==> config.mk <==
export PLATFORM = sky130hd
export DESIGN_NAME = paced_eeprom_log_writer_flat
export DESIGN_NICKNAME = d
export VERILOG_FILES = /design/src/design/pelw_pkg.sv /design/src/design/pelw_if.sv /design/src/design/pelw_ram.sv /design/src/design/pelw_front.sv /design/src/design/pelw_back.sv /design/src/design/paced_eeprom_log_writer.sv /design/src/flat_wrapper.sv
export SDC_FILE = /design/constraint.sdc
export NUM_CORES = 1
export LEC_CHECK = 0
export ABC_AREA = 0
export BUFFER_PORTS_ARGS = -buffer_cell sky130_fd_sc_hd__buf_2
export CORE_MARGIN = 2
export CORE_UTILIZATION = 60
export DETAILED_ROUTE_END_ITERATION = 16
export PLACE_DENSITY = 0.78
export SYNTH_ARGS = -nofsm -noshare
export SYNTH_HDL_FRONTEND = slang
export SYNTH_HIERARCHICAL = 1
export SYNTH_SLANG_ARGS = --single-unit
==> constraint.sdc <==
create_clock -name clk -period 11.9 [get_ports clk]
set_clock_uncertainty 0.05 [all_clocks]
set_input_delay 1.785 -clock clk [delete_from_list [all_inputs] [get_ports clk]]
set_output_delay 1.785 -clock clk [all_outputs]
set_load 0.01 [all_outputs]
==> src/design/pelw_pkg.sv <==
`timescale 1ns / 1ps

package pelw_pkg;

	localparam int QUEUE_DEPTH_DEF  = 8;
	localparam int NUM_SLOTS_DEF    = 5;
	localparam int RECORD_BYTES_DEF = 8;

	localparam int CFG_IDX_W  = 2;
	localparam int CFG_DATA_W = 8;

	localparam logic [CFG_IDX_W-1:0] REG_WRITE_GAP = 2'd0;
	localparam logic [CFG_IDX_W-1:0] REG_LOG_BASE  = 2'd1;
	localparam logic [CFG_IDX_W-1:0] REG_INDEX     = 2'd2;

	localparam logic [7:0] WRITE_GAP_RST = 8'd5;
	localparam logic [7:0] LOG_BASE_RST  = 8'h08;
	localparam logic [7:0] INDEX_RST     = 8'h01;
	localparam logic [7:0] ELAPSED_MAX   = 8'hFF;

	localparam int ITEM_FIFO_DEPTH = 2;

	// one input transaction after classification
	typedef struct packed {
		logic        tick;
		logic [63:0] record;
	} item_t;

	// sequencer decision, waiting for the record data to come out of the ring RAM
	typedef struct packed {
		logic       push_accepted;
		logic       write_valid;
		logic [7:0] write_addr;
		logic       from_snap;
		logic [2:0] byte_sel;
		logic [7:0] idx_byte;
		logic       mirror_valid;
		logic [2:0] mirror_slot;
		logic       led_trigger;
		logic       busy_res;
	} decision_t;

	typedef struct packed {
		logic        push_accepted;
		logic        write_valid;
		logic [7:0]  write_addr;
		logic [7:0]  write_byte;
		logic        mirror_valid;
		logic [2:0]  mirror_slot;
		logic [63:0] mirror_record;
		logic        led_trigger;
		logic        busy_res;
	} result_t;

endpackage

==> src/design/pelw_if.sv <==
`timescale 1ns / 1ps

interface pelw_in_if;
	logic        valid;
	logic        ready;
	logic        kind;
	logic [63:0] record;

	modport source (output valid, kind, record, input ready);
	modport sink (input valid, kind, record, output ready);
endinterface

interface pelw_out_if;
	logic        valid;
	logic        ready;
	logic        push_accepted;
	logic        write_valid;
	logic [7:0]  write_addr;
	logic [7:0]  write_byte;
	logic        mirror_valid;
	logic [2:0]  mirror_slot;
	logic [63:0] mirror_record;
	logic        led_trigger;
	logic        busy_res;

	modport source (output valid, push_accepted, write_valid, write_addr, write_byte,
		mirror_valid, mirror_slot, mirror_record, led_trigger, busy_res, input ready);
	modport sink (input valid, push_accepted, write_valid, write_addr, write_byte,
		mirror_valid, mirror_slot, mirror_record, led_trigger, busy_res, output ready);
endinterface

==> src/design/pelw_ram.sv <==
`timescale 1ns / 1ps

module pelw_ram #(
	parameter int WIDTH = 64,
	parameter int DEPTH = 8
) (
	input  logic                     clk,
	input  logic                     we,
	input  logic [$clog2(DEPTH)-1:0] waddr,
	input  logic [WIDTH-1:0]         wdata,
	input  logic                     re,
	input  logic [$clog2(DEPTH)-1:0] raddr,
	output logic [WIDTH-1:0]         rdata
);

	logic [WIDTH-1:0] mem_q [DEPTH];

	always_ff @(posedge clk) begin
		if (we) begin
			mem_q[waddr] <= wdata;
		end
		if (re) begin
			rdata <= mem_q[raddr];
		end
	end

endmodule

==> src/design/pelw_front.sv <==
`timescale 1ns / 1ps

module pelw_front import pelw_pkg::*; (
	input  logic       clk,
	input  logic       arst_n,
	pelw_in_if.sink    in_ch,
	output logic       item_valid,
	input  logic       item_ready,
	output item_t      item
);

	localparam int PW = $clog2(ITEM_FIFO_DEPTH);
	localparam int CW = $clog2(ITEM_FIFO_DEPTH + 1);

	item_t         ent_q [ITEM_FIFO_DEPTH];
	logic [PW-1:0] wr_q;
	logic [PW-1:0] rd_q;
	logic [CW-1:0] cnt_q;
	logic          push;
	logic          pop;

	assign in_ch.ready = (cnt_q != CW'(ITEM_FIFO_DEPTH));
	assign push        = in_ch.valid && in_ch.ready;
	assign item_valid  = (cnt_q != '0);
	assign pop         = item_valid && item_ready;
	assign item        = ent_q[rd_q];

	always_ff @(posedge clk) begin
		if (push) begin
			ent_q[wr_q] <= '{tick: in_ch.kind, record: in_ch.record};
		end
	end

	always_ff @(posedge clk or negedge arst_n) begin
		if (!arst_n) begin
			wr_q  <= '0;
			rd_q  <= '0;
			cnt_q <= '0;
		end else begin
			if (push) begin
				wr_q <= (wr_q == PW'(ITEM_FIFO_DEPTH - 1)) ? '0 : wr_q + 1'b1;
			end
			if (pop) begin
				rd_q <= (rd_q == PW'(ITEM_FIFO_DEPTH - 1)) ? '0 : rd_q + 1'b1;
			end
			unique case ({push, pop})
				2'b10:   cnt_q <= cnt_q + 1'b1;
				2'b01:   cnt_q <= cnt_q - 1'b1;
				default: cnt_q <= cnt_q;
			endcase
		end
	end

endmodule

==> src/design/pelw_back.sv <==
`timescale 1ns / 1ps

module pelw_back import pelw_pkg::*; #(
	parameter int QUEUE_DEPTH  = QUEUE_DEPTH_DEF,
	parameter int NUM_SLOTS    = NUM_SLOTS_DEF,
	parameter int RECORD_BYTES = RECORD_BYTES_DEF
) (
	input  logic                  clk,
	input  logic                  arst_n,
	input  logic                  item_valid,
	output logic                  item_ready,
	input  item_t                 item,
	input  logic                  cfg_we,
	input  logic [CFG_IDX_W-1:0]  cfg_index,
	input  logic [CFG_DATA_W-1:0] cfg_data,
	pelw_out_if.source            out_ch
);

	localparam int QW = $clog2(QUEUE_DEPTH);
	localparam int SW = (NUM_SLOTS > 1) ? $clog2(NUM_SLOTS) : 1;
	localparam int OW = $clog2(RECORD_BYTES + 1);

	typedef enum logic [1:0] {
		PH_IDLE,
		PH_DATA,
		PH_INDEX,
		PH_COOL
	} phase_t;

	phase_t        phase_q, phase_nx;
	logic [QW-1:0] head_q, head_nx;
	logic [QW-1:0] tail_q, tail_nx;
	logic [7:0]    elapsed_q, elapsed_nx;
	logic [OW-1:0] off_q, off_nx;
	logic [SW-1:0] slot_q, slot_nx;
	logic [7:0]    gap_q, base_q, idx_addr_q;

	logic [QW-1:0] head_inc, tail_inc;
	logic [SW-1:0] slot_inc;
	logic [OW-1:0] off_inc;
	logic [7:0]    elapsed_inc;
	logic          gap_ok;
	logic          step;
	logic          ram_we, ram_re;
	logic [63:0]   ram_rdata;

	decision_t     dec;
	decision_t     dec_s1;
	logic          valid_s1;
	logic          take_s1;
	logic [63:0]   snap_q;
	result_t       res_q;
	logic          res_valid_q;

	assign take_s1    = valid_s1 && (!res_valid_q || out_ch.ready);
	assign item_ready = !valid_s1 || take_s1;
	assign step       = item_valid && item_ready;

	assign head_inc    = (head_q == QW'(QUEUE_DEPTH - 1)) ? '0 : head_q + 1'b1;
	assign tail_inc    = (tail_q == QW'(QUEUE_DEPTH - 1)) ? '0 : tail_q + 1'b1;
	assign slot_inc    = (slot_q == SW'(NUM_SLOTS - 1)) ? '0 : slot_q + 1'b1;
	assign off_inc     = off_q + 1'b1;
	assign elapsed_inc = (elapsed_q == ELAPSED_MAX) ? elapsed_q : elapsed_q + 8'd1;
	assign gap_ok      = (elapsed_inc >= gap_q);

	pelw_ram #(
		.WIDTH(64),
		.DEPTH(QUEUE_DEPTH)
	) u_ring (
		.clk  (clk),
		.we   (ram_we),
		.waddr(head_q),
		.wdata(item.record),
		.re   (ram_re),
		.raddr(tail_q),
		.rdata(ram_rdata)
	);

	always_comb begin
		phase_nx   = phase_q;
		head_nx    = head_q;
		tail_nx    = tail_q;
		elapsed_nx = elapsed_q;
		off_nx     = off_q;
		slot_nx    = slot_q;
		ram_we     = 1'b0;
		ram_re     = 1'b0;
		dec        = '0;

		if (!item.tick) begin
			if (head_inc != tail_q) begin
				ram_we            = step;
				head_nx           = head_inc;
				dec.push_accepted = 1'b1;
			end
		end else begin
			elapsed_nx = elapsed_inc;
			unique case (phase_q)
				PH_IDLE: begin
					if (head_q != tail_q) begin
						ram_re           = step;
						tail_nx          = tail_inc;
						dec.mirror_valid = 1'b1;
						dec.mirror_slot  = 3'(slot_q);
						dec.led_trigger  = 1'b1;
						off_nx           = '0;
						phase_nx         = PH_DATA;
					end
				end
				PH_DATA: begin
					if (gap_ok) begin
						dec.write_valid = 1'b1;
						dec.write_addr  = base_q + 8'(32'(slot_q) * RECORD_BYTES) + 8'(off_q);
						dec.from_snap   = 1'b1;
						dec.byte_sel    = 3'(off_q);
						off_nx          = off_inc;
						elapsed_nx      = '0;
						if (off_inc >= OW'(RECORD_BYTES)) begin
							phase_nx = PH_INDEX;
						end
					end
				end
				PH_INDEX: begin
					if (gap_ok) begin
						slot_nx         = slot_inc;
						dec.write_valid = 1'b1;
						dec.write_addr  = idx_addr_q;
						dec.idx_byte    = 8'(slot_inc);
						elapsed_nx      = '0;
						phase_nx        = PH_COOL;
					end
				end
				PH_COOL: begin
					if (gap_ok) begin
						phase_nx = PH_IDLE;
					end
				end
				default: phase_nx = PH_IDLE;
			endcase
		end
		dec.busy_res = (phase_nx != PH_IDLE);
	end

	// sequencer state and configuration
	always_ff @(posedge clk or negedge arst_n) begin
		if (!arst_n) begin
			phase_q    <= PH_IDLE;
			head_q     <= '0;
			tail_q     <= '0;
			elapsed_q  <= ELAPSED_MAX;
			off_q      <= '0;
			slot_q     <= '0;
			gap_q      <= WRITE_GAP_RST;
			base_q     <= LOG_BASE_RST;
			idx_addr_q <= INDEX_RST;
		end else begin
			if (step) begin
				phase_q   <= phase_nx;
				head_q    <= head_nx;
				tail_q    <= tail_nx;
				elapsed_q <= elapsed_nx;
				off_q     <= off_nx;
				slot_q    <= slot_nx;
			end
			if (cfg_we) begin
				unique case (cfg_index)
					REG_WRITE_GAP: gap_q      <= cfg_data;
					REG_LOG_BASE:  base_q     <= cfg_data;
					REG_INDEX:     idx_addr_q <= cfg_data;
					default:       ;
				endcase
			end
		end
	end

	always_ff @(posedge clk or negedge arst_n) begin
		if (!arst_n) begin
			valid_s1    <= 1'b0;
			res_valid_q <= 1'b0;
		end else begin
			if (step) begin
				valid_s1 <= 1'b1;
			end else if (take_s1) begin
				valid_s1 <= 1'b0;
			end
			if (take_s1) begin
				res_valid_q <= 1'b1;
			end else if (out_ch.ready) begin
				res_valid_q <= 1'b0;
			end
		end
	end

	// a data byte always follows its dequeue, so snap_q is loaded by then
	always_ff @(posedge clk) begin
		if (step) begin
			dec_s1 <= dec;
		end
		if (take_s1) begin
			if (dec_s1.mirror_valid) begin
				snap_q <= ram_rdata;
			end
			res_q.push_accepted <= dec_s1.push_accepted;
			res_q.write_valid   <= dec_s1.write_valid;
			res_q.write_addr    <= dec_s1.write_addr;
			res_q.write_byte    <= dec_s1.from_snap ? snap_q[{dec_s1.byte_sel, 3'b000} +: 8]
				: dec_s1.idx_byte;
			res_q.mirror_valid  <= dec_s1.mirror_valid;
			res_q.mirror_slot   <= dec_s1.mirror_slot;
			res_q.mirror_record <= dec_s1.mirror_valid ? ram_rdata : '0;
			res_q.led_trigger   <= dec_s1.led_trigger;
			res_q.busy_res      <= dec_s1.busy_res;
		end
	end

	assign out_ch.valid         = res_valid_q;
	assign out_ch.push_accepted = res_q.push_accepted;
	assign out_ch.write_valid   = res_q.write_valid;
	assign out_ch.write_addr    = res_q.write_addr;
	assign out_ch.write_byte    = res_q.write_byte;
	assign out_ch.mirror_valid  = res_q.mirror_valid;
	assign out_ch.mirror_slot   = res_q.mirror_slot;
	assign out_ch.mirror_record = res_q.mirror_record;
	assign out_ch.led_trigger   = res_q.led_trigger;
	assign out_ch.busy_res      = res_q.busy_res;

endmodule

==> src/design/paced_eeprom_log_writer.sv <==
`timescale 1ns / 1ps

// Channel   Dir  Payload
// in_ch     in   kind, record                        (valid/ready)
// out_ch    out  push_accepted .. busy_res, one per input transaction (valid/ready)
// cfg_*     in   cfg_we, cfg_index, cfg_data         (write only, no handshake)
//
// One transaction per cycle sustained while out_ch is ready; an input passes the
// input queue, the sequencer decision with ring RAM read and the result register.
// arst_n clears all control state; the ring RAM contents are left as they are.
// Either side may stall on its own: the two-entry input queue and the result
// register absorb backpressure without losing throughput.
module paced_eeprom_log_writer import pelw_pkg::*; #(
	parameter int QUEUE_DEPTH  = QUEUE_DEPTH_DEF,
	parameter int NUM_SLOTS    = NUM_SLOTS_DEF,
	parameter int RECORD_BYTES = RECORD_BYTES_DEF
) (
	input  logic                  clk,
	input  logic                  arst_n,
	pelw_in_if.sink               in_ch,
	pelw_out_if.source            out_ch,
	input  logic                  cfg_we,
	input  logic [CFG_IDX_W-1:0]  cfg_index,
	input  logic [CFG_DATA_W-1:0] cfg_data
);

	logic  item_valid;
	logic  item_ready;
	item_t item;

	pelw_front u_front (
		.clk       (clk),
		.arst_n    (arst_n),
		.in_ch     (in_ch),
		.item_valid(item_valid),
		.item_ready(item_ready),
		.item      (item)
	);

	pelw_back #(
		.QUEUE_DEPTH (QUEUE_DEPTH),
		.NUM_SLOTS   (NUM_SLOTS),
		.RECORD_BYTES(RECORD_BYTES)
	) u_back (
		.clk       (clk),
		.arst_n    (arst_n),
		.item_valid(item_valid),
		.item_ready(item_ready),
		.item      (item),
		.cfg_we    (cfg_we),
		.cfg_index (cfg_index),
		.cfg_data  (cfg_data),
		.out_ch    (out_ch)
	);

endmodule

==> src/flat_wrapper.sv <==
// flat-port wrapper written by rule: the top's interface ports become plain ports
module paced_eeprom_log_writer_flat import pelw_pkg::*;
#(
	parameter int QUEUE_DEPTH  = QUEUE_DEPTH_DEF,
	parameter int NUM_SLOTS    = NUM_SLOTS_DEF,
	parameter int RECORD_BYTES = RECORD_BYTES_DEF
)
  (clk, arst_n, cfg_we, cfg_index, cfg_data, in_ch_valid, in_ch_kind, in_ch_record, in_ch_ready, out_ch_valid, out_ch_push_accepted, out_ch_write_valid, out_ch_write_addr, out_ch_write_byte, out_ch_mirror_valid, out_ch_mirror_slot, out_ch_mirror_record, out_ch_led_trigger, out_ch_busy_res, out_ch_ready);
  pelw_in_if in_ch_i ();
  pelw_out_if out_ch_i ();
  input  logic clk;
  input  logic arst_n;
  input  logic cfg_we;
  input  logic [CFG_IDX_W-1:0] cfg_index;
  input  logic [CFG_DATA_W-1:0] cfg_data;
  input wire logic [$bits(in_ch_i.valid)-1:0] in_ch_valid;
  input wire logic [$bits(in_ch_i.kind)-1:0] in_ch_kind;
  input wire logic [$bits(in_ch_i.record)-1:0] in_ch_record;
  output wire logic [$bits(in_ch_i.ready)-1:0] in_ch_ready;
  output wire logic [$bits(out_ch_i.valid)-1:0] out_ch_valid;
  output wire logic [$bits(out_ch_i.push_accepted)-1:0] out_ch_push_accepted;
  output wire logic [$bits(out_ch_i.write_valid)-1:0] out_ch_write_valid;
  output wire logic [$bits(out_ch_i.write_addr)-1:0] out_ch_write_addr;
  output wire logic [$bits(out_ch_i.write_byte)-1:0] out_ch_write_byte;
  output wire logic [$bits(out_ch_i.mirror_valid)-1:0] out_ch_mirror_valid;
  output wire logic [$bits(out_ch_i.mirror_slot)-1:0] out_ch_mirror_slot;
  output wire logic [$bits(out_ch_i.mirror_record)-1:0] out_ch_mirror_record;
  output wire logic [$bits(out_ch_i.led_trigger)-1:0] out_ch_led_trigger;
  output wire logic [$bits(out_ch_i.busy_res)-1:0] out_ch_busy_res;
  input wire logic [$bits(out_ch_i.ready)-1:0] out_ch_ready;
  assign in_ch_i.valid = in_ch_valid;
  assign in_ch_i.kind = in_ch_kind;
  assign in_ch_i.record = in_ch_record;
  assign in_ch_ready = in_ch_i.ready;
  assign out_ch_valid = out_ch_i.valid;
  assign out_ch_push_accepted = out_ch_i.push_accepted;
  assign out_ch_write_valid = out_ch_i.write_valid;
  assign out_ch_write_addr = out_ch_i.write_addr;
  assign out_ch_write_byte = out_ch_i.write_byte;
  assign out_ch_mirror_valid = out_ch_i.mirror_valid;
  assign out_ch_mirror_slot = out_ch_i.mirror_slot;
  assign out_ch_mirror_record = out_ch_i.mirror_record;
  assign out_ch_led_trigger = out_ch_i.led_trigger;
  assign out_ch_busy_res = out_ch_i.busy_res;
  assign out_ch_i.ready = out_ch_ready;
  paced_eeprom_log_writer #(.QUEUE_DEPTH(QUEUE_DEPTH), .NUM_SLOTS(NUM_SLOTS), .RECORD_BYTES(RECORD_BYTES)) u_core (.clk(clk), .arst_n(arst_n), .in_ch(in_ch_i), .out_ch(out_ch_i), .cfg_we(cfg_we), .cfg_index(cfg_index), .cfg_data(cfg_data));
endmodule
# Word-level counts from Yosys, hierarchy flattened

Memories as Yosys holds them, arrays and structs flattened. A register that Yosys moved wholly into a read port is not among the register bits.
Index checks and enable logic that the tools add are counted.

Flip-flop bits (word level): 233
Memory bits (writable): 642
Bits of input ports: 80
Output and inout port bits: 90
Logic and storage cells: 137
Memories: 2

Add/subtract/negate cells: 11
Order comparisons: 2
Equal/unequal tests: 16
Shifts and indexed selects: 1
Multiplexer cells: 38
Bitwise operators: 1
Reductions and logical operators: 31

Memories:

| name                       | depth | bits a word | read ports | clocked after Yosys merged registers in | wr ports | line             | text |
|---|---|---|---|---|---|---|---|
| u_core.u_back.u_ring.mem_q | 8     | 64          | 1          | 1                                       | 1        | pelw_ram.sv:16   | `logic [WIDTH-1:0] mem_q [DEPTH];` |
| u_core.u_front.ent_q       | 2     | 65          | 1          | 0                                       | 1        | pelw_front.sv:15 | `item_t ent_q [ITEM_FIFO_DEPTH];` |

Operators by type and width:

| cell                                                                  | number |
|---|---|
| 64-bit by 7-bit indexed part select with 8-bit output                 | 1 |
| 8-bit 2-to-1 mux                                                      | 4 |
| 9-bit one-hot mux with 2 select lines                                 | 1 |
| 1-bit 2-to-1 mux                                                      | 16 |
| 2-bit AND reduction                                                   | 8 |
| 13-bit 2-to-1 mux                                                     | 1 |
| 2-bit 2-to-1 mux                                                      | 6 |
| 3-bit AND reduction                                                   | 4 |
| 2-bit nonzero test                                                    | 6 |
| 3-bit by 1-bit adder with 3-bit output, second input constant         | 3 |
| 3-bit equality test, second input constant                            | 3 |
| 3-bit 2-to-1 mux                                                      | 3 |
| 9-bit 2-to-1 mux                                                      | 1 |
| 8-bit by 1-bit adder with 8-bit output, second input constant         | 1 |
| 8-bit by 4-bit adder with 8-bit output                                | 1 |
| 8-bit by 6-bit adder with 8-bit output                                | 1 |
| 2-bit equality test, second input constant                            | 4 |
| 8-bit equality test, second input constant                            | 1 |
| 8-bit >= comparator                                                   | 1 |
| 4-bit 2-to-1 mux                                                      | 2 |
| 2-bit one-hot mux with 4 select lines                                 | 1 |
| 4-bit one-hot mux with 2 select lines                                 | 1 |
| 4-bit AND reduction                                                   | 2 |
| 2-bit by 1-bit equality test with 1-bit output, second input constant | 3 |
| other kinds (16)                                                      | 25 |

# Depth between registers and ports, before layout

Gate-level depths: netlist of run 1.

Depth after elaboration: 9
Mapped depth: 14
Gate-level depth less buffers: 13

# By module

Netlist of run 1, hierarchy kept.

Modules (own cells, without submodules):

| module     | times used | cells an instance | area an instance (um^2) | sequential area each (um^2) |
|---|---|---|---|---|
| pelw_ram   | 1          | 816               | 21199.1                 | 17296.6 |
| pelw_back  | 1          | 608               | 9315.2                  | 6436.2 |
| pelw_front | 1          | 219               | 5047.3                  | 4003.8 |

# Worst setup path after synthesis of run 1

OpenSTA, ideal clock, no wires.

Path kind: input to register
From: input out_ch_ready
To: memory u_core.u_back.u_ring.mem_q[0][0] (enable)
Library setup time: 565 ps
Data arrival time: 7433 ps
Required time: 11285 ps
Slack: 3852 ps
Stages: 6
Path buffers: 1
Cells stage by stage: nand3b_1 -> and2_1 -> and2_1 -> clkbuf_1 -> nand2b_1 -> nor3_1

Cells in the longest elaborated chain, start to end: 8

Ends and longest elaborated chain:

| element                                | line               | text |
|---|---|---|
| start, declared                        | flat_wrapper.sv:30 | `input wire logic [$bits(out_ch_i.ready)-1:0] out_ch_ready;` |
| 1-bit logical OR                       | pelw_back.sv:55    | `assign take_s1 = valid_s1 && (!res_valid_q \|\| out_ch.ready);` |
| 1-bit logical AND                      | pelw_back.sv:55    |  |
| 1-bit logical OR                       | pelw_back.sv:56    | `assign item_ready = !valid_s1 \|\| take_s1;` |
| 1-bit logical AND                      | pelw_back.sv:57    | `assign step = item_valid && item_ready;` |
| via u_core.u_back.step                 | pelw_back.sv:43    | `logic step;` |
| 1-bit 2-to-1 mux                       | pelw_back.sv:91    | `if (head_inc != tail_q) begin` |
| 1-bit 2-to-1 mux                       | pelw_back.sv:90    | `if (!item.tick) begin` |
| via u_core.u_back.ram_we               | pelw_back.sv:44    | `logic ram_we, ram_re;` |
| 1-bit 2-to-1 mux                       | pelw_ram.sv:19     | `if (we) begin` |
| 1-bit 2-to-1 mux (implied by the code) | pelw_ram.sv:20     | `mem_q[waddr] <= wdata;` |
| end, declared                          | pelw_ram.sv:16     |  |

The timed path passes the listed nets, and every way through them passes these cells.

# Worst setup path after layout of run 1

From: input out_ch_ready
To: memory u_core.u_back.u_ring.mem_q[0][6] (enable)

Cells in the longest elaborated chain, start to end: 8

Ends and longest elaborated chain:

| element                                | line                          | text |
|---|---|---|
| 1-bit logical OR                       | pelw_back.sv:55               |  |
| 1-bit logical AND                      | pelw_back.sv:55               |  |
| 1-bit logical OR                       | pelw_back.sv:56               |  |
| via u_core.item_ready                  | paced_eeprom_log_writer.sv:28 | `logic item_ready;` |
| 1-bit logical AND                      | pelw_back.sv:57               |  |
| via u_core.u_back.step                 | pelw_back.sv:43               |  |
| 1-bit 2-to-1 mux                       | pelw_back.sv:91               |  |
| 1-bit 2-to-1 mux                       | pelw_back.sv:90               |  |
| 1-bit 2-to-1 mux                       | pelw_ram.sv:19                |  |
| 1-bit 2-to-1 mux (implied by the code) | pelw_ram.sv:20                |  |

The timed path passes the listed nets, and every way through them passes these cells.

==> results of run 1 <==
==> cell usage after synthesis (6+ instances only) <==
library cell    n
mux2_2        115
and2_1         70
nor2b_1        10
dfrtp_1        41
o21ai_0        15
dfstp_2        12
a21oi_1        18
a22oi_1         6
mux2_4         40
clkbuf_1       23
ha_1           32
xnor2_1        14
buf_2          19
buf_6          16
and3_1         14
nor2_1         40
nand2_1        33
mux4_2        144
edfxtp_1      879
nand2b_1       10
mux2i_1         9
inv_1          21
a22o_1          6
==> cells by family after synthesis <==
family                     Yosys count  synth area share
AOI/OAI and AO/OA                   70            0.0133
xor gates and xnor gates            18           0.00443
adders and majority gates           34            0.0124
buffers and inverters               84            0.0133
DFF                                932             0.780
muxes                              308             0.147
and+or+nand+nor                    197            0.0295
==> flip-flops by register name, summed over array words and instances (netlist names), 2 cells and up <==
register                            cells
u_core/u_front/cnt_q                    2
u_core/u_back/out_ch.mirror_slot        3
u_core/u_back/tail_q                    3
u_core/u_back/phase_q                   2
u_core/u_back/out_ch.write_addr         8
u_core/u_back/u_ring/rdata             64
u_core/u_back/elapsed_q                 8
u_core/u_back/head_q                    3
u_core/u_back/off_q                     4
u_core/u_back/out_ch.write_byte         8
u_core/u_back/snap_q                   64
u_core/u_back/base_q                    8
u_core/u_front/ent_q                  130
u_core/u_back/dec_s1                   22
u_core/u_back/gap_q                     8
u_core/u_back/slot_q                    3
u_core/u_back/out_ch.mirror_record     64
u_core/u_back/idx_addr_q                8
u_core/u_back/u_ring/mem_q            512
==> cell type report <==
cell class                 count  area, um2  share of cell area
timing repair buffer         193       1030              0.0255
sequential                   932      27700               0.691
tap                          773        967              0.0241
multi-input combinational    627       7420               0.185
clock inverter                53        492              0.0122
clock buffer                 113       2420              0.0604
inverter                      21       78.8             0.00196
==> critical path: stages <==
cell	delay, ns
buf_2	0.09
nand3b_1	0.17
and2_1	0.88
and2_1	0.37
nand2b_1	0.27
nor3_2	0.98
buf_4	0.88
==> per-layer routing <==
layer  track usage  up-vias  wire length [um]
li1              -     7063                 -
met2         0.424      705             38500
met5             0        -                13
met4        0.0888        2              2040
met1         0.329     8731             28700
met3        0.0330      123              4350
==> through the flow <==
| stage | hold slack, ns | utilization |
|---|---|---|
| floorplan | 0.350 | - |
| global placement | 0.355 | 0.633 |
| detailed placement | 0.355 | 0.633 |
| CTS | 0.372 | 0.683 |
| global route | 0.385 | 0.683 |
| finish | 0.372 | 0.683 |
==> power breakdown <==
part	internal, mW	switching [mW]	leakage (nW)	total, mW
registers	4.72	0.398	8.73	5.12
clock network	1.62	1.18	1.42	2.80
logic	1.11	1.45	3.51	2.56
total	7.44	3.03	13.7	10.5
==> how the worst min path moves through the flow <==
stage                                         from                                 end
after floorplan            u_core/u_back/dec_s1[0]       u_core/u_back/out_ch.busy_res
after global placement     u_core/u_back/dec_s1[0]       u_core/u_back/out_ch.busy_res
after detailed placement   u_core/u_back/dec_s1[0]       u_core/u_back/out_ch.busy_res
after CTS                 u_core/u_back/dec_s1[24]  u_core/u_back/out_ch.write_addr[6]
after global routing       u_core/u_back/dec_s1[0]       u_core/u_back/out_ch.busy_res
final                      u_core/u_back/dec_s1[0]       u_core/u_back/out_ch.busy_res
==> run summary, run 1 <==
The flow ran to the end, and the final reports show no timing, DRC or antenna violations. The worst hold path was traced through 0 stages. The proportion of layout cells with a drive suffix above 1 was 0.335. The library cells used most frequently in the layout, excluding fill and tap cells, are 879 x edfxtp_1, 169 x buf_2, 144 x mux4_2, 115 x mux2_2, 94 x clkbuf_16.

The cell area that synthesis handed to floorplanning was 35600 um2. The most used flip-flop cell after synthesis is edfxtp_1. The initial antenna violation count was 1. The number of nets in the synthesized netlist is 1757. The design draws 10.5 mW.

The number of synthesized register bits came out at 932. In the routed layout, each cell is associated on average with a via count of 6.13. In this run the deepest clock path goes through 3 buffers. Yosys attributes the largest share of cell area to edfxtp_1 74%, mux4_2 9.1%, mux2_2 3.6%.

The worst setup path is captured at a register. The count of pins over their slew limit came out at 0. Buffers placed on the I/O ports in this run total 169. The share of flip-flops with an asynchronous set or reset is 0.0569. The maximum level of the CTS H-tree is 3. The detailed router's first-iteration violation count is 1659.

The finished cells cover 40200 um2. Critical path class: in2reg. The total power density per cell area was 261 nW/um2; the placement-stage worst setup slack was 5.93 ns. Area of the die: 61200 um2.

The final cycle utilization of the critical path came out at 0.445. Across all layers, the routed design uses 16600 vias. STA puts the critical path data required time at 12.10 ns. Summing all placed instances gives a cell area of 37200 um2. Worst-margin pin slew: 1.21 ns.

In this run the worst setup path begins at out_ch_ready. The initial cell density of the core was 0.605; the count of buffers added by post-CTS timing repair for setup was 0. Based on the critical path, the design can be clocked at up to 0.189 GHz. The mean routed wirelength per cell is 27.1 um. The critical-path maximum fanout was 53; the relative max-transition margin was 0.186. The final weighted congestion in routability-driven placement was 0.771; the die span in x was 247 um.

Setup violations remaining at the end of the flow were counted as 0. In this run the remaining antenna-violating nets after routing total 0. Across the VDD grid, the largest voltage drop is 0.151 mV. Cell type contributing the most total cell area after synthesis: edfxtp_1.

After detailed routing, the total wire length is 73500 um. The worst register-to-register path ends at u_core/u_back/u_ring/mem_q[0][6]. The most common cell after layout, fill and taps aside was edfxtp_1. In this run the mean area of a mapped cell was 21.6 um2.

In this run the static leakage power is 13.7 nW. The count of inserted antenna diode cells was 0; the number of clock buffers inserted by TritonCTS was 91. The fraction of synthesized cell area taken by the top area cell type works out to 0.742. The run gives 0 as the number of buffers inserted for hold repair after clock tree synthesis.

Pin placement for this block handled 170 I/O pins. The run gives 110000 um as the global-route wire length before repair. The number of max-cap violations is 0, and the count of mapped cells out of synthesis is 1643. The number of flops mapped to enable cells by yosys came out at 879. The startpoint identified for the worst register-to-register timing path is u_core/u_front/rd_q. Overall track demand over capacity in global routing: 0.247. Setup repair after global routing left no endpoint under its margin. The number of search-and-repair iterations in the first detailed-routing pass was 5.

The clock-pin slew reported for the worst setup and hold paths after clock tree synthesis was 0.06 ns. The floorplan step defined a core boundary enclosing 58800 um2. Relative to the synthesized area, the layout overhead comes to 12.9%.

Following the worst setup path forward leads to its endpoint at u_core/u_back/u_ring/mem_q[0][6]. The chip height was 247 um. The Yosys step of the flow raised 6 warnings. Counting tap cells, the placed design contains a total of 2546 instances.

The fill cell instance count of the final layout was 3529; the number of cells on the worst reg-to-reg path was 6. The net count of the finished layout is 1980. The finished layout holds 2712 standard cells, fillers aside. TritonCTS built the clock tree. In this run, distinct cell masters in the synthesized netlist total 53. For flop-to-flop paths, the worst setup slack is 7.43 ns. The logs give 5.49 ns for the arrival time of the worst setup path and 0 for the number of gates resized after cts. The worst setup path is launched from an input port. The number of endpoints with negative hold slack in the final report was 0. The tree is rooted in a clkbuf_16.

The number of sinks on the clock net was 932. HPWL reported at the end of detailed placement: 41000 um. The sequential element share of the synthesized area is 0.780, and the number of rows created at floorplan is 89. For the final routed database, the setup TNS stands at 0 ns.

The final worst slack was 6.60 ns. The number of DRC violations after detailed routing is 0, and the worst-skew pair later-pin latency is 0.65 ns. The global-route congestion overflow total is 0, and the clock period minus final worst setup slack is 5.30 ns. The pin count of the biggest net entering global routing was 74; the number of global-route vias before repair was 17400. Type of the worst min-delay path: reg2reg.
Note: power is estimated with default switching activity, not from simulation.
==> run 2: changes to the inputs <==
--- a/config.mk
+++ b/config.mk
@@ -8,9 +8,9 @@
 export ABC_AREA = 0
 export BUFFER_PORTS_ARGS = -buffer_cell sky130_fd_sc_hd__buf_2
 export CORE_MARGIN = 2
-export CORE_UTILIZATION = 60
+export CORE_UTILIZATION = 55
 export DETAILED_ROUTE_END_ITERATION = 16
-export PLACE_DENSITY = 0.78
+export PLACE_DENSITY = 0.75
 export SYNTH_ARGS = -nofsm -noshare
 export SYNTH_HDL_FRONTEND = slang
 export SYNTH_HIERARCHICAL = 1
==> constraint.sdc (replaced) <==
create_clock -name clk -period 4.3 [get_ports clk]
set_clock_uncertainty 0.05 [all_clocks]
set_input_delay 0.645 -clock clk [delete_from_list [all_inputs] [get_ports clk]]
set_output_delay 0.645 -clock clk [all_outputs]
set_load 0.01 [all_outputs]
==> run summary, run 2 (same netlist as run 1, synthesis figures left out) <==
The final-stage net count came out at 1994 (+0.71%). The logs give 0.506 ns (-6.10 ns) for the final worst slack and 0.534 ns (-5.40 ns) for the placement-stage worst setup slack. The setup slack of the most critical reg-to-reg path was 0.51 ns (-6.92 ns). The overall track demand over capacity in global routing was 0.219 (-0.0282). The sequential cell fraction of total power was 0.487 (-0.002). The count of pins over their slew limit was 0 (unchanged). The number of DRC violations after detailed routing was 0 (unchanged). Die span in x: 258 um (+4.4%). The tools report the number of top-level design ports as 170 (unchanged). The number of gates resized after cts is 0 (unchanged). The via count is 16600 (-0.078%). The smallest clock period supported by the final layout is computed as 3.79 ns. Arrival time of the worst setup path: 4.24 ns (-1.25 ns). TritonCTS built the clock tree. The HPWL reported at the end of detailed placement is 41300 um (+0.82%). The tools report the buffer type at the clock tree root as clkbuf_16. The clock-pin slew reported for the worst setup and hold paths after clock tree synthesis is 0.07 ns (about the same).

The final weighted congestion in routability-driven placement came out at 0.806 (+4.6%). The library cell used most frequently in the layout, excluding fill and tap cells, is edfxtp_1. The run gives 3 (unchanged) as the maximum clock insertion buffer count. Total of buffers placed on input and output ports: 169 (unchanged).

For the initial cell density of the core, the log shows 0.554 (-0.0512). Type of the worst min-delay path: in2reg. The tools report the relative contribution of the clock network to total power as 0.259 (-0.008). The fraction of power spent switching nets was 0.289 (about the same). The critical path class was reg2reg. The tools report the area of the die as 66700 um2 (+8.9%). The number of cells on the worst reg-to-reg path works out to 12 (+6). The run gives 71700 um (-2.5%) as the routed wire length. The worst hold path terminates at u_core/u_front/ent_q[0][57]. Worst-margin pin slew: 1.09 ns (-0.122 ns).

The run gives 0.271 (+0.0857) as the relative max-transition margin. The tools report the final hold slack as 0.140 ns (-0.232 ns). The capturing element type of the critical path was a register. The flip-flop count of the largest register after layout is 512 (unchanged). The endpoint identified for the worst register-to-register timing path is u_core/u_back/dec_s1[25]. The tools report the number of global-route vias before repair as 17000 (-1.9%).

The run gives 89 (-2.2%) as the number of clock buffers inserted by TritonCTS. The number of sinks on the clock net is 932 (unchanged). Mean routed wirelength per cell: 25.6 um (-5.7%).

The total power of the final layout is 28.7 mW (+170%), and the critical-path maximum fanout is 17 (-68%). The number of vias per cell after detailed routing came out at 5.92 (-3.4%). The worst register-to-register path begins at u_core/u_back/elapsed_q[0]. The run gives 0.254 (+0.010) as the fraction of power consumed by combinational cells. For the count of inserted antenna diode cells, the log shows 0 (unchanged).

The worst min-delay path startpoint was in_ch_record[57]. Leaving out fill and tap cells, the most frequent cells in the layout are 879 x edfxtp_1, 169 x buf_2, 144 x mux4_2, 115 x mux2_2, 92 x clkbuf_16. The largest voltage drop on the vdd net is 0.477 mV (+220%), and the internal power contribution is 20.4 mW (+170%). Based on the critical path, the design can be clocked at up to 0.264 GHz. The run gives 5 (unchanged) as the number of search-and-repair iterations in the first detailed-routing pass. The run gives 93 (+4.5%) as the number of rows created at floorplan. Setup repair after global routing left no endpoint under its margin.

The static power due to leakage was 13.7 nW (+0.33%); the proportion of layout cells with a drive suffix above 1 was 0.338 (+0.00290). The area growth from synthesis to final layout was 13.5%; the maximum level of the CTS H-tree was 3 (unchanged). Startpoint kind of the worst setup timing path: a register. For the number of endpoints with negative hold slack in the final report, the log shows 0 (unchanged). The global-route congestion overflow total is 0 (unchanged).

The register bank with the most flops is u_core/u_back/u_ring/mem_q. In the final layout, the registers with the most flip-flops are u_core/u_back/u_ring/mem_q x512, u_core/u_front/ent_q x130. The final cycle utilization of the critical path was 0.882; the post-layout instance count excluding filler cells was 2804 (+3.4%). The run gives 107000 um (-2.3%) as the global-route wire length before repair.

The standard cell core area came out at 64200 um2 (+9.2%). The instance count along the most critical hold path was 1 (+1). Total power density per cell area: 711 nW/um2 (+170%).

Detailed router's first-iteration violation count: 1823 (+9.9%). For the instance count after placement with tap cells included, the log shows 2643 (+3.8%). The number of max-cap violations came out at 0 (unchanged). The pin count of the biggest net entering global routing is 96 (+30%), and the worst-skew pair later-pin latency is 0.64 ns (about the same). Chip height: 258 um (+4.4%).

The run finished with clean final reports. The number of antenna-violating nets in the routed design was 0 (unchanged). The logs give 0 (unchanged) for the count of final setup violators and 0 (-1) for the initial antenna violation count.

The final total negative setup slack is 0 ns (unchanged). For the switching power total, the log shows 8.29 mW (+170%). The data required time at the worst endpoint was 4.74 ns (-7.36 ns).
==> run 2: cell count changes in the layout (fill, tap and decap cells not counted), moves of 2 or more <==
cell | before | now
buf_12 | 0 | 9
buf_4 | 24 | 30
clkinv_1 | 24 | 21
clkbuf_16 | 94 | 92
nor3_4 | 0 | 2
clkbuf_1 | 19 | 22
bufinv_16 | 8 | 5
nor3_2 | 2 | 0
==> run 2: how the worst max path moves through the flow <==
stage                     slack (ns)                          endpoint  cells past startpoint                        from
after CTS                       0.53          u_core/u_back/dec_s1[25]                     12  u_core/u_back/elapsed_q[0]
after global placement          0.65           u_core/u_back/dec_s1[0]                     12  u_core/u_back/elapsed_q[0]
after global routing            0.18          u_core/u_back/dec_s1[25]                     12  u_core/u_back/elapsed_q[0]
after floorplan                -0.89  u_core/u_back/u_ring/mem_q[2][0]                      6                out_ch_ready
after detailed placement        0.53          u_core/u_back/dec_s1[25]                     12  u_core/u_back/elapsed_q[0]
final                           0.51          u_core/u_back/dec_s1[25]                     12  u_core/u_back/elapsed_q[0]
==> run 2: through the flow <==
stage | area (um2) | util
6_report | 40400 | 0.628
5_1_grt | 40400 | 0.628
3_5_place_dp | 37600 | 0.585
2_1_floorplan | 35600 | -
3_3_place_gp | 37600 | 0.585
4_1_cts | 40400 | 0.628
==> run 2: timing repair <==
action / CTS / global route
endpoints found under the hold margin: 24 / 0
setup buffers: 0 / 0
hold buffers: 1 / 0
==> run 2: layer usage <==
| layer | vias up | global-route usage | wire length [um] |
|---|---|---|---|
| met2 | 661 | 0.365 | 36300 |
| met3 | 106 | 0.0338 | 4910 |
| met4 | 0 | 0.0758 | 1950 |
| met1 | 8758 | 0.298 | 28500 |
| met5 | - | 0 | 0 |
| li1 | 7086 | - | - |
==> run 2: power by group through the flow <==
stage | combinational, mW | clock [mW] | sequential (mW)
after floorplan | 5.09 | 0 | 13.9
after global placement | 7.15 | 0 | 14.0
after detailed placement | 7.34 | 0 | 14.1
after CTS | 7.39 | 7.58 | 14.0
after global routing | 7.83 | 7.89 | 14.1
final | 7.30 | 7.43 | 14.0
==> run 2: cell type report <==
class	count	area, um2
repair buffers	209	1260
well taps	855	1070
flip-flops and latches	932	27700
multi-input cells	627	7430
clock buffers	114	2380
inverters	21	78.8
clock inverters	46	389
fillers	4257	23900
==> run 2: worst max-delay path, cell delays in order, from the launching register on <==
cell	delay, ns
dfstp_2	0.57
ha_1	0.21
and3_1	0.21
and3_1	0.26
nand3_1	0.23
mux2_2	0.34
ha_1	0.28
nor2b_1	0.13
o211ai_1	0.11
a31o_4	0.27
a21boi_2	0.58
o21ai_0	0.24
a21oi_1	0.19
